--- src/design/m4vt_pkg.sv ---
package m4vt_pkg;

  localparam logic [1:0] ACT_WR_STORED  = 2'd0;
  localparam logic [1:0] ACT_WR_OPERAND = 2'd1;
  localparam logic [1:0] ACT_COMPOSE    = 2'd2;
  localparam logic [1:0] ACT_TRANSFORM  = 2'd3;

  localparam int ACC_W = 66;

  typedef struct packed {
    logic [1:0]         action;
    logic [3:0]         elem_index;
    logic signed [31:0] elem_value;
    logic signed [31:0] vec_x;
    logic signed [31:0] vec_y;
    logic signed [31:0] vec_z;
    logic signed [31:0] vec_w;
  } in_item_t;

  typedef struct packed {
    logic signed [31:0] out_x;
    logic signed [31:0] out_y;
    logic signed [31:0] out_z;
    logic signed [31:0] out_w;
    logic               saturated;
  } out_item_t;

  typedef struct packed {
    logic       wr_stored;
    logic       wr_operand;
    logic       load_vec;
    logic       issue;
    logic       compose;
    logic [1:0] c;
    logic [1:0] r;
    logic [1:0] k;
    logic       wr_row;
    logic       load_out;
  } m4vt_cmd_t;

  typedef struct packed {
    logic busy;
  } m4vt_stat_t;

endpackage

--- src/design/m4vt_datapath.sv ---
module m4vt_datapath
  import m4vt_pkg::*;
#(
  parameter int FRAC_BITS = 16
) (
  input  logic       clk,
  input  logic       rst_n,
  input  in_item_t   in_data,
  input  m4vt_cmd_t  cmd,
  output m4vt_stat_t stat,
  output out_item_t  out_data
);

  localparam logic signed [31:0]      ONE_Q = 32'sd1 <<< FRAC_BITS;
  localparam logic signed [ACC_W-1:0] MAX_Q = ACC_W'(64'sh7FFFFFFF);
  localparam logic signed [ACC_W-1:0] MIN_Q = -(ACC_W'(64'sh80000000));

  logic signed [31:0] stored_r  [16];
  logic signed [31:0] operand_r [16];
  logic signed [31:0] vec_r     [4];
  logic signed [31:0] res_r     [4];
  logic               sat_r;
  out_item_t          out_r;

  logic               v1_r, v2_r, v3_r;
  logic               first1_r, first2_r;
  logic               last1_r, last2_r, last3_r;
  logic [1:0]         row1_r, row2_r, row3_r;
  logic signed [31:0] a1_r, b1_r;
  logic signed [63:0] prod2_r;
  logic signed [ACC_W-1:0] acc3_r;

  logic signed [31:0] a_sel, b_sel;
  logic signed [63:0] prod_nxt;
  logic signed [ACC_W-1:0] acc_nxt;
  logic signed [ACC_W-1:0] shifted;
  logic signed [31:0] res_val;
  logic               res_sat;

  always_comb begin
    if (cmd.compose) begin
      a_sel = stored_r[{cmd.c, cmd.k}];
      b_sel = operand_r[{cmd.k, cmd.r}];
    end else begin
      a_sel = vec_r[cmd.k];
      b_sel = stored_r[{cmd.k, cmd.r}];
    end
  end

  assign prod_nxt = a1_r * b1_r;
  assign acc_nxt  = first2_r ? ACC_W'(prod2_r) : acc3_r + ACC_W'(prod2_r);
  assign shifted  = acc3_r >>> FRAC_BITS;

  always_comb begin
    res_sat = 1'b0;
    res_val = shifted[31:0];
    if (shifted > MAX_Q) begin
      res_val = 32'sh7FFFFFFF;
      res_sat = 1'b1;
    end else if (shifted < MIN_Q) begin
      res_val = 32'sh80000000;
      res_sat = 1'b1;
    end
  end

  always_ff @(posedge clk) begin
    if (!rst_n) begin
      v1_r  <= 1'b0;
      v2_r  <= 1'b0;
      v3_r  <= 1'b0;
      sat_r <= 1'b0;
      for (int i = 0; i < 16; i++) begin
        stored_r[i]  <= (i / 4 == i % 4) ? ONE_Q : 32'sd0;
        operand_r[i] <= 32'sd0;
      end
    end else begin
      v1_r <= cmd.issue;
      v2_r <= v1_r;
      v3_r <= v2_r;
      if (cmd.wr_stored) begin
        stored_r[in_data.elem_index] <= in_data.elem_value;
      end
      if (cmd.wr_operand) begin
        operand_r[in_data.elem_index] <= in_data.elem_value;
      end
      if (cmd.wr_row) begin
        for (int j = 0; j < 4; j++) begin
          stored_r[{cmd.c, 2'(j)}] <= res_r[j];
        end
      end
      if (cmd.load_vec) begin
        sat_r <= 1'b0;
      end else if (v3_r && last3_r && res_sat) begin
        sat_r <= 1'b1;
      end
    end
  end

  always_ff @(posedge clk) begin
    if (cmd.load_vec) begin
      vec_r[0] <= in_data.vec_x;
      vec_r[1] <= in_data.vec_y;
      vec_r[2] <= in_data.vec_z;
      vec_r[3] <= in_data.vec_w;
    end
    a1_r     <= a_sel;
    b1_r     <= b_sel;
    first1_r <= (cmd.k == 2'd0);
    last1_r  <= (cmd.k == 2'd3);
    row1_r   <= cmd.r;
    prod2_r  <= prod_nxt;
    first2_r <= first1_r;
    last2_r  <= last1_r;
    row2_r   <= row1_r;
    if (v2_r) begin
      acc3_r <= acc_nxt;
    end
    last3_r <= last2_r;
    row3_r  <= row2_r;
    if (v3_r && last3_r) begin
      res_r[row3_r] <= res_val;
    end
    if (cmd.load_out) begin
      out_r.out_x     <= res_r[0];
      out_r.out_y     <= res_r[1];
      out_r.out_z     <= res_r[2];
      out_r.out_w     <= res_r[3];
      out_r.saturated <= sat_r;
    end
  end

  assign stat.busy = v1_r | v2_r | v3_r;
  assign out_data  = out_r;

endmodule

--- src/design/m4vt_ctrl.sv ---
module m4vt_ctrl
  import m4vt_pkg::*;
(
  input  logic       clk,
  input  logic       rst_n,
  input  logic       in_valid,
  output logic       in_ready,
  input  logic [1:0] in_action,
  output logic       out_valid,
  input  logic       out_ready,
  input  m4vt_stat_t stat,
  output m4vt_cmd_t  cmd
);

  typedef enum logic [2:0] {
    ST_IDLE,
    ST_ISSUE,
    ST_DRAIN,
    ST_ROW_WB,
    ST_HOLD
  } state_t;

  state_t     state_r, state_nxt;
  logic [1:0] c_r, c_nxt;
  logic [1:0] r_r, r_nxt;
  logic [1:0] k_r, k_nxt;
  logic       compose_r, compose_nxt;
  logic       out_valid_r, out_valid_nxt;
  logic       in_xfer;

  assign in_ready = (state_r == ST_IDLE);
  assign in_xfer  = in_valid && in_ready;
  assign out_valid = out_valid_r;

  always_comb begin
    state_nxt     = state_r;
    c_nxt         = c_r;
    r_nxt         = r_r;
    k_nxt         = k_r;
    compose_nxt   = compose_r;
    out_valid_nxt = out_valid_r;
    cmd           = '0;
    cmd.compose   = compose_r;
    cmd.c         = c_r;
    cmd.r         = r_r;
    cmd.k         = k_r;

    if (out_valid_r && out_ready) begin
      out_valid_nxt = 1'b0;
    end

    case (state_r)
      ST_IDLE: begin
        if (in_xfer) begin
          case (in_action)
            ACT_WR_STORED:  cmd.wr_stored  = 1'b1;
            ACT_WR_OPERAND: cmd.wr_operand = 1'b1;
            ACT_COMPOSE, ACT_TRANSFORM: begin
              cmd.load_vec = 1'b1;
              compose_nxt  = (in_action == ACT_COMPOSE);
              c_nxt        = 2'd0;
              r_nxt        = 2'd0;
              k_nxt        = 2'd0;
              state_nxt    = ST_ISSUE;
            end
            default: ;
          endcase
        end
      end
      ST_ISSUE: begin
        cmd.issue = 1'b1;
        {r_nxt, k_nxt} = {r_r, k_r} + 4'd1;
        if (r_r == 2'd3 && k_r == 2'd3) begin
          state_nxt = ST_DRAIN;
        end
      end
      ST_DRAIN: begin
        if (!stat.busy) begin
          state_nxt = compose_r ? ST_ROW_WB : ST_HOLD;
        end
      end
      ST_ROW_WB: begin
        cmd.wr_row = 1'b1;
        c_nxt      = c_r + 2'd1;
        state_nxt  = (c_r == 2'd3) ? ST_IDLE : ST_ISSUE;
      end
      ST_HOLD: begin
        if (!out_valid_r || out_ready) begin
          cmd.load_out  = 1'b1;
          out_valid_nxt = 1'b1;
          state_nxt     = ST_IDLE;
        end
      end
      default: state_nxt = ST_IDLE;
    endcase
  end

  always_ff @(posedge clk) begin
    if (!rst_n) begin
      state_r     <= ST_IDLE;
      c_r         <= 2'd0;
      r_r         <= 2'd0;
      k_r         <= 2'd0;
      compose_r   <= 1'b0;
      out_valid_r <= 1'b0;
    end else begin
      state_r     <= state_nxt;
      c_r         <= c_nxt;
      r_r         <= r_nxt;
      k_r         <= k_nxt;
      compose_r   <= compose_nxt;
      out_valid_r <= out_valid_nxt;
    end
  end

endmodule

--- src/design/matrix4_vertex_transform_top.sv ---
// 4x4 fixed-point matrix unit: stored transform matrix and operand matrix,
// signed elements with FRAC_BITS fraction bits, index column*4+row.
// Input channel (in_valid/in_ready/in_data) carries one command per transfer:
// write stored element, write operand element, compose, or transform vector.
// Only a transform produces a transfer on the output channel
// (out_valid/out_ready/out_data) with four components and a saturation flag.
// Element writes are taken straight from idle. A transform issues 16 products
// through one shared 32x32 multiply-accumulate pipeline, waits for the
// pipeline to drain and then loads the result. Compose runs the same unit
// over four rows of 16 products, writing each row back into the stored matrix.
// in_ready is high only while the sequencer is idle, so a new command is
// taken only once the previous transform or compose has finished.
// The result sits in an output register; element writes and compose are
// taken while it waits. A further transform completes its arithmetic and
// holds until the receiver takes the previous result.
// Synchronous reset loads the identity into the stored matrix, clears the
// operand matrix and drops out_valid.
module matrix4_vertex_transform_top
  import m4vt_pkg::*;
#(
  parameter int FRAC_BITS = 16
) (
  input  logic      clk,
  input  logic      rst_n,
  input  logic      in_valid,
  output logic      in_ready,
  input  in_item_t  in_data,
  output logic      out_valid,
  input  logic      out_ready,
  output out_item_t out_data
);

  m4vt_cmd_t  cmd;
  m4vt_stat_t stat;

  m4vt_ctrl u_ctrl (
    .clk       (clk),
    .rst_n     (rst_n),
    .in_valid  (in_valid),
    .in_ready  (in_ready),
    .in_action (in_data.action),
    .out_valid (out_valid),
    .out_ready (out_ready),
    .stat      (stat),
    .cmd       (cmd)
  );

  m4vt_datapath #(
    .FRAC_BITS (FRAC_BITS)
  ) u_datapath (
    .clk      (clk),
    .rst_n    (rst_n),
    .in_data  (in_data),
    .cmd      (cmd),
    .stat     (stat),
    .out_data (out_data)
  );

endmodule

--- config.mk ---
export PLATFORM = sky130hd
export DESIGN_NAME = matrix4_vertex_transform_top
export DESIGN_NICKNAME = d
export VERILOG_FILES = /design/src/design/m4vt_pkg.sv /design/src/design/m4vt_datapath.sv /design/src/design/m4vt_ctrl.sv /design/src/design/matrix4_vertex_transform_top.sv
export SDC_FILE = /design/constraint.sdc
export NUM_CORES = 2
export LEC_CHECK = 0
export CAP_MARGIN = 10
export CORE_MARGIN = 8
export CORE_UTILIZATION = 28
export CTS_CLUSTER_SIZE = 20
export DETAILED_ROUTE_END_ITERATION = 10
export DONT_BUFFER_PORTS = 1
export GPL_ROUTABILITY_DRIVEN = 0
export SLEW_MARGIN = 20
export SYNTH_ARGS = -nofsm -noshare
export SYNTH_HDL_FRONTEND = slang
export SYNTH_HIERARCHICAL = 1
export SYNTH_SLANG_ARGS = --single-unit
--- constraint.sdc ---
create_clock -name clk -period 11.1 [get_ports clk]
set_input_delay 2.22 -clock clk [delete_from_list [all_inputs] [get_ports clk]]
set_output_delay 2.22 -clock clk [all_outputs]
set_load 0.02 [all_outputs]
## After elaboration in Yosys (flattened, before gate mapping)

Memory sizes are Yosys's and may differ from the RTL's. A register that Yosys moved wholly into a read port is not among the register bits.
Cells that the tools add are included.

- Register bits: 349
- Memory bits (writable): 1280
- Bits of input ports: 170
- Logic and storage cells: 149
- Memories kept: 4

- Add/subtract/negate cells: 3
- Multiply operators: 1
- Magnitude comparators: 2
- Equality and inequality tests: 15
- Multiplexer cells: 70
- Bitwise gates (word level): 3
- Reduce and logical (&&, ||, !) cells: 24

Memory list:

| name | depth | bits a word | rd ports | clocked after memory_dff | wr ports | RTL line | RTL |
|---|---|---|---|---|---|---|---|
| u_datapath.operand_r | 16 | 32 | 1 | 1 | 16 | m4vt_datapath.sv:19 | `logic signed [31:0] operand_r [16];` |
| u_datapath.stored_r | 16 | 32 | 2 | 1 | 16 | m4vt_datapath.sv:18 | `logic signed [31:0] stored_r [16];` |
| u_datapath.res_r | 4 | 32 | 4 | 0 | 1 | m4vt_datapath.sv:21 | `logic signed [31:0] res_r [4];` |
| u_datapath.vec_r | 4 | 32 | 1 | 1 | 4 | m4vt_datapath.sv:20 | `logic signed [31:0] vec_r [4];` |

Operators by type and width:

| operator | count |
|---|---|
| 2-to-1 mux 32 bit | 10 |
| OR reduction 32 bit | 6 |
| adder 66 x 64 -> 66 bit | 1 |
| 2-to-1 mux 66 bit | 1 |
| multiplier 32 x 32 -> 64 bit | 1 |
| greater-than comparator 50 x 32 -> 1 bit (second input constant) | 1 |
| less-than comparator 50 x 32 -> 1 bit (second input constant) | 1 |
| 2-to-1 mux 4 bit | 10 |
| 2-to-1 mux 1 bit | 33 |
| 2-to-1 mux 3 bit | 8 |
| one-hot mux 3 bit (5 select lines) | 1 |
| one-hot mux 2 bit (2 select lines) | 3 |
| equality test 2 bit (second input constant) | 5 |
| AND reduction 3 bit | 3 |
| 2-to-1 mux 2 bit | 4 |
| equality test 3 x 2 -> 1 bit (second input constant) | 2 |
| inequality test 2 bit (second input constant) | 3 |
| logical AND 1 bit | 5 |
| AND reduction 5 bit | 1 |
| adder 4 x 1 -> 4 bit (second input constant) | 1 |
| zero test 2 bit | 2 |
| inequality test 2 x 1 -> 1 bit (second input constant) | 2 |
| nonzero test 2 bit | 2 |
| OR reduction 2 bit | 2 |
| 9 further kinds | 10 |

## Logic depth before layout (Yosys ltp)

- Depth after elaboration: 11
- Depth in mapped cells: 28

## Modules after synthesis

Netlist, hierarchy kept.

By module, submodules not included:

| module | instances | cells each | area an instance (um2) | seq. area each (um2) |
|---|---|---|---|---|
| m4vt_datapath | 1 | 8982 | 110414.6 | 47155.2 |
| m4vt_ctrl | 1 | 75 | 639.4 | 220.2 |

## Worst setup path after synthesis

Ideal clock, no wire load.

- Path kind: input to register
- From: in out_ready
- To: reg u_datapath.out_r, in the netlist u_datapath/out_data[0] (enable)
- Setup time: 0.633 ns
- Data arrival time: 8.038 ns
- Data required time: 10.467 ns
- Path slack: 2.429 ns
- Stages on the path: 2
- Path buffers: 0
- Cells stage by stage: nand2b_1 -> nor2b_1

RTL lines:

| item | RTL line | RTL |
|---|---|---|
| start: declaration | matrix4_vertex_transform_top.sv:29 | `input logic out_ready,` |
| end: declaration | m4vt_datapath.sv:23 | `out_item_t out_r;` |

## Worst setup path after layout

- From: reg u_datapath.a1_r[31]
- To: reg u_datapath.prod2_r[61]

- Cells in the longest elaborated chain, start to end: 1

RTL lines:

| item | RTL line | RTL |
|---|---|---|
| start: declaration | m4vt_datapath.sv:29 | `logic signed [31:0] a1_r, b1_r;` |
| start signal: assignment | m4vt_datapath.sv:106 | `a1_r <= a_sel;` |
| multiplier 32 x 32 -> 64 bit | m4vt_datapath.sv:50 | `assign prod_nxt = a1_r * b1_r;` |
| named net u_datapath.prod_nxt[61] | m4vt_datapath.sv:34 | `logic signed [63:0] prod_nxt;` |
| end signal: assignment | m4vt_datapath.sv:111 | `prod2_r <= prod_nxt;` |
| end: declaration | m4vt_datapath.sv:30 | `logic signed [63:0] prod2_r;` |

The timed path passes the listed nets, and every way through them passes these cells.
A chain may end at the register's enable or synchronous reset.

==> results.yml <==
logic_synthesis:
  synthArstFlopShare_pct: 0
  ys_types: 84
  synth_top_area_share_pct: 39.9
  syn-num-nets: 10600
  ys_seq_area_share_pct: 42.7
  synth_edf_count: 1475
  ys.flop_type: "edfxtp_1"
  yosys-top-cells-count: "edfxtp_1, nand2_1, fa_1"
  yosys_warnings: 6
  syn_avg_cell_area_sq_um: 12.3
  syn-cell-area_sq_mm: 0.111
  synth_top_family_by_area: "adder cells"
  ys_top_cells_by_area: "edfxtp_1, fa_1, mux4_2"
  yosysTopAreaCell: "edfxtp_1"
  synth_compound_area_share_pct: 5.30
  synth_mux_area_share_pct: 11.0
  ys_seq_elements: 1629
  synth_fa_ha_area_share_pct: 22.4
  syn_inst: 9057
  synth-xor-area-share_pct: 1.02
  yosys.area_share.simple_pct: 12.2
  yosys.cell_count.top_type: "edfxtp_1"
global_routing:
  antenna_found_initial: 42
  track_usage_pct: 17.3
  gr-total-overflow: 0
  first_global_vias: 73400
  grt_max_degree: 126
  grt_pass1_wl_mm: 530
routing:
  routed_wl_mm: 370
  drtIter0Drc: 8633
  drtPass1Iterations: 6
  viasPerCell: 5.10
  num_vias: 72500
  drc: 0
  antenna_left: 0
  avgRoutedWirePerCell_um: 26.0
die:
  initial_core_util_pct: 28.1
  core-area_sq_mm: 0.395
  die_area_sq_mm: 0.417
  die_h_um: 646
  rows: 231
  die_width_um: 646
  ios: 301
critical_path:
  slowest_stage: "fa_1"
  slowest_delay_ns: 0.98
  end_kind: "register"
  critPathBufInv: 8
  startpoint_type: "register"
  crit_fanout: 26
  critPathMostFrequentCell: "fa_1"
  crit_type: "register to register"
  cp_top_family: "adder cells"
  required_ns: 11.78
  crit_arrival_ns: 9.19
cts:
  cts_sinks: 1629
  post_cts_buffers: 0
  cts-htree-levels: 4
  cts_buffers: 178
  clock_latency_ns: 0.89
  cts_tree: "built"
  clk_pin_slew_worst_paths_ns: 0.06
  clock_path_buffers: 4
  holdBufCountCts: 0
  ctsResizeCount: 0
  cts-root-buf: "clkbuf_16"
layout:
  nets: 10300
  final_cell_area_sq_mm: 0.123
  drive_above_1_share_pct: 12.6
  finalNonFillerCells: 14200
  syn_to_final_growth_pct: 10.5
timing:
  fin_crit_ns: 8.50
  finalSetupViolCount: 0
  slew_headroom_pct: 15.4
  drv_slew: 0
  rsz0062_at_grt: "no"
  fin_crit_sh_pct: 76.6
  finalHoldViolCount: 0
  setup_tns_ns: 0
  clock.fmax_mhz: 118
  worst_pin_slew_ns: 1.26
  worst_slack_ns: 2.60
  finClkSkew_ns: 0.136
place:
  dpl.hpwl_mm: 258
  place_area_sq_mm: 0.117
  dp_slack_ns: 2.39
  dpl.cell_count: 13800
  portBuffers: 0
run_status:
  outcome: "completed"
hold_path:
  hp-class: "register to register"
flow_run:
  maxCapViolCount: 0
==> cell type report <==
| type | count | area (sq um) |
|---|---|---|
| antenna | 55 | 138 |
| fill | 39400 | 273000 |
| timing repair buffer | 164 | 1290 |
| multi-input combinational | 5822 | 58000 |
| inverter | 990 | 3720 |
| sequential | 1629 | 47400 |
| clock buffer | 227 | 4750 |
| tap | 5242 | 6560 |
| clock inverter | 88 | 872 |
==> kinds of logic after synthesis <==
group / Yosys count
and+or+nand+nor: 2753
adders and majority gates: 1334
xor gates and xnor gates: 129
buffers and inverters: 1606
AOI/OAI and AO/OA: 1026
DFF: 1629
muxes: 580
==> final timing paths <==
check,end,slack (ns),from,cells after the start
setup / recovery,u_datapath/prod2_r[61]$_DFF_P_,2.60,u_datapath/a1_r[31]$_DFF_P_,27
hold / removal,u_datapath/row2_r[0]$_DFF_P_,0.31,u_datapath/row1_r[0]$_DFF_P_,0
setup reg to reg,u_datapath/prod2_r[61]$_DFF_P_,2.60,u_datapath/a1_r[31]$_DFF_P_,27
hold reg to reg,u_datapath/row2_r[0]$_DFF_P_,0.31,u_datapath/row1_r[0]$_DFF_P_,0
==> stage by stage <==
stage	hold WS, ns	util (%)
2_1_floorplan	0.310	-
3_3_place_gp	0.312	29.6
3_5_place_dp	0.313	29.6
4_1_cts	0.303	31.0
5_1_grt	0.311	31.0
6_report	0.314	31.1
==> placed cells by master (no fill, tap or decap), types with 16 or more instances in the layout <==
master	n
edfxtp_1	1475
nand2_1	1264
fa_1	1083
and2_1	1046
inv_1	988
o21ai_0	618
mux4_2	508
ha_1	251
clkbuf_16	181
nor2_1	172
buf_4	159
a21oi_1	136
dfxtp_1	128
xnor2_1	77
a21o_1	76
mux2_2	66
diode_2	55
xor2_1	52
clkbuf_1	41
nand3_1	38
nand4_1	30
clkinv_2	25
and3_1	25
o21bai_1	25
nor3_1	24
clkinv_1	23
nand2b_1	21
dfxtp_2	18
o21a_1	18
a31oi_1	18
nand2_2	18
nand3_2	16
==> registers in the layout (all words and copies together) (netlist names), 2 cells and up <==
register and cells:
u_datapath/row3_r 2, u_datapath/row2_r 2, u_datapath/prod2_r 64, u_ctrl/r_r 2
u_datapath/acc3_r 66, u_datapath/b1_r 32, u_datapath/a1_r 32, u_datapath/vec_r 128
u_ctrl/c_r 2, u_datapath/operand_r 512, u_ctrl/k_r 2, u_datapath/stored_r 512
u_datapath/out_data 129, u_ctrl/state_r 3, u_datapath/row1_r 2, u_datapath/res_r 128
==> routing by layer <==
metal,wire [um],GRT usage [%],vias up,part of all wire (%)
li1,-,-,30100,-
met1,137000,21.5,37700,37
met2,179000,29.1,3912,48
met3,37000,3.99,737,10
met4,16800,7.00,8,4.5
met5,48,0,-,0.013
Power is left out: the tool's default activity adds up to more than one toggle a clock period on the data nets, which glitch-free logic cannot reach.
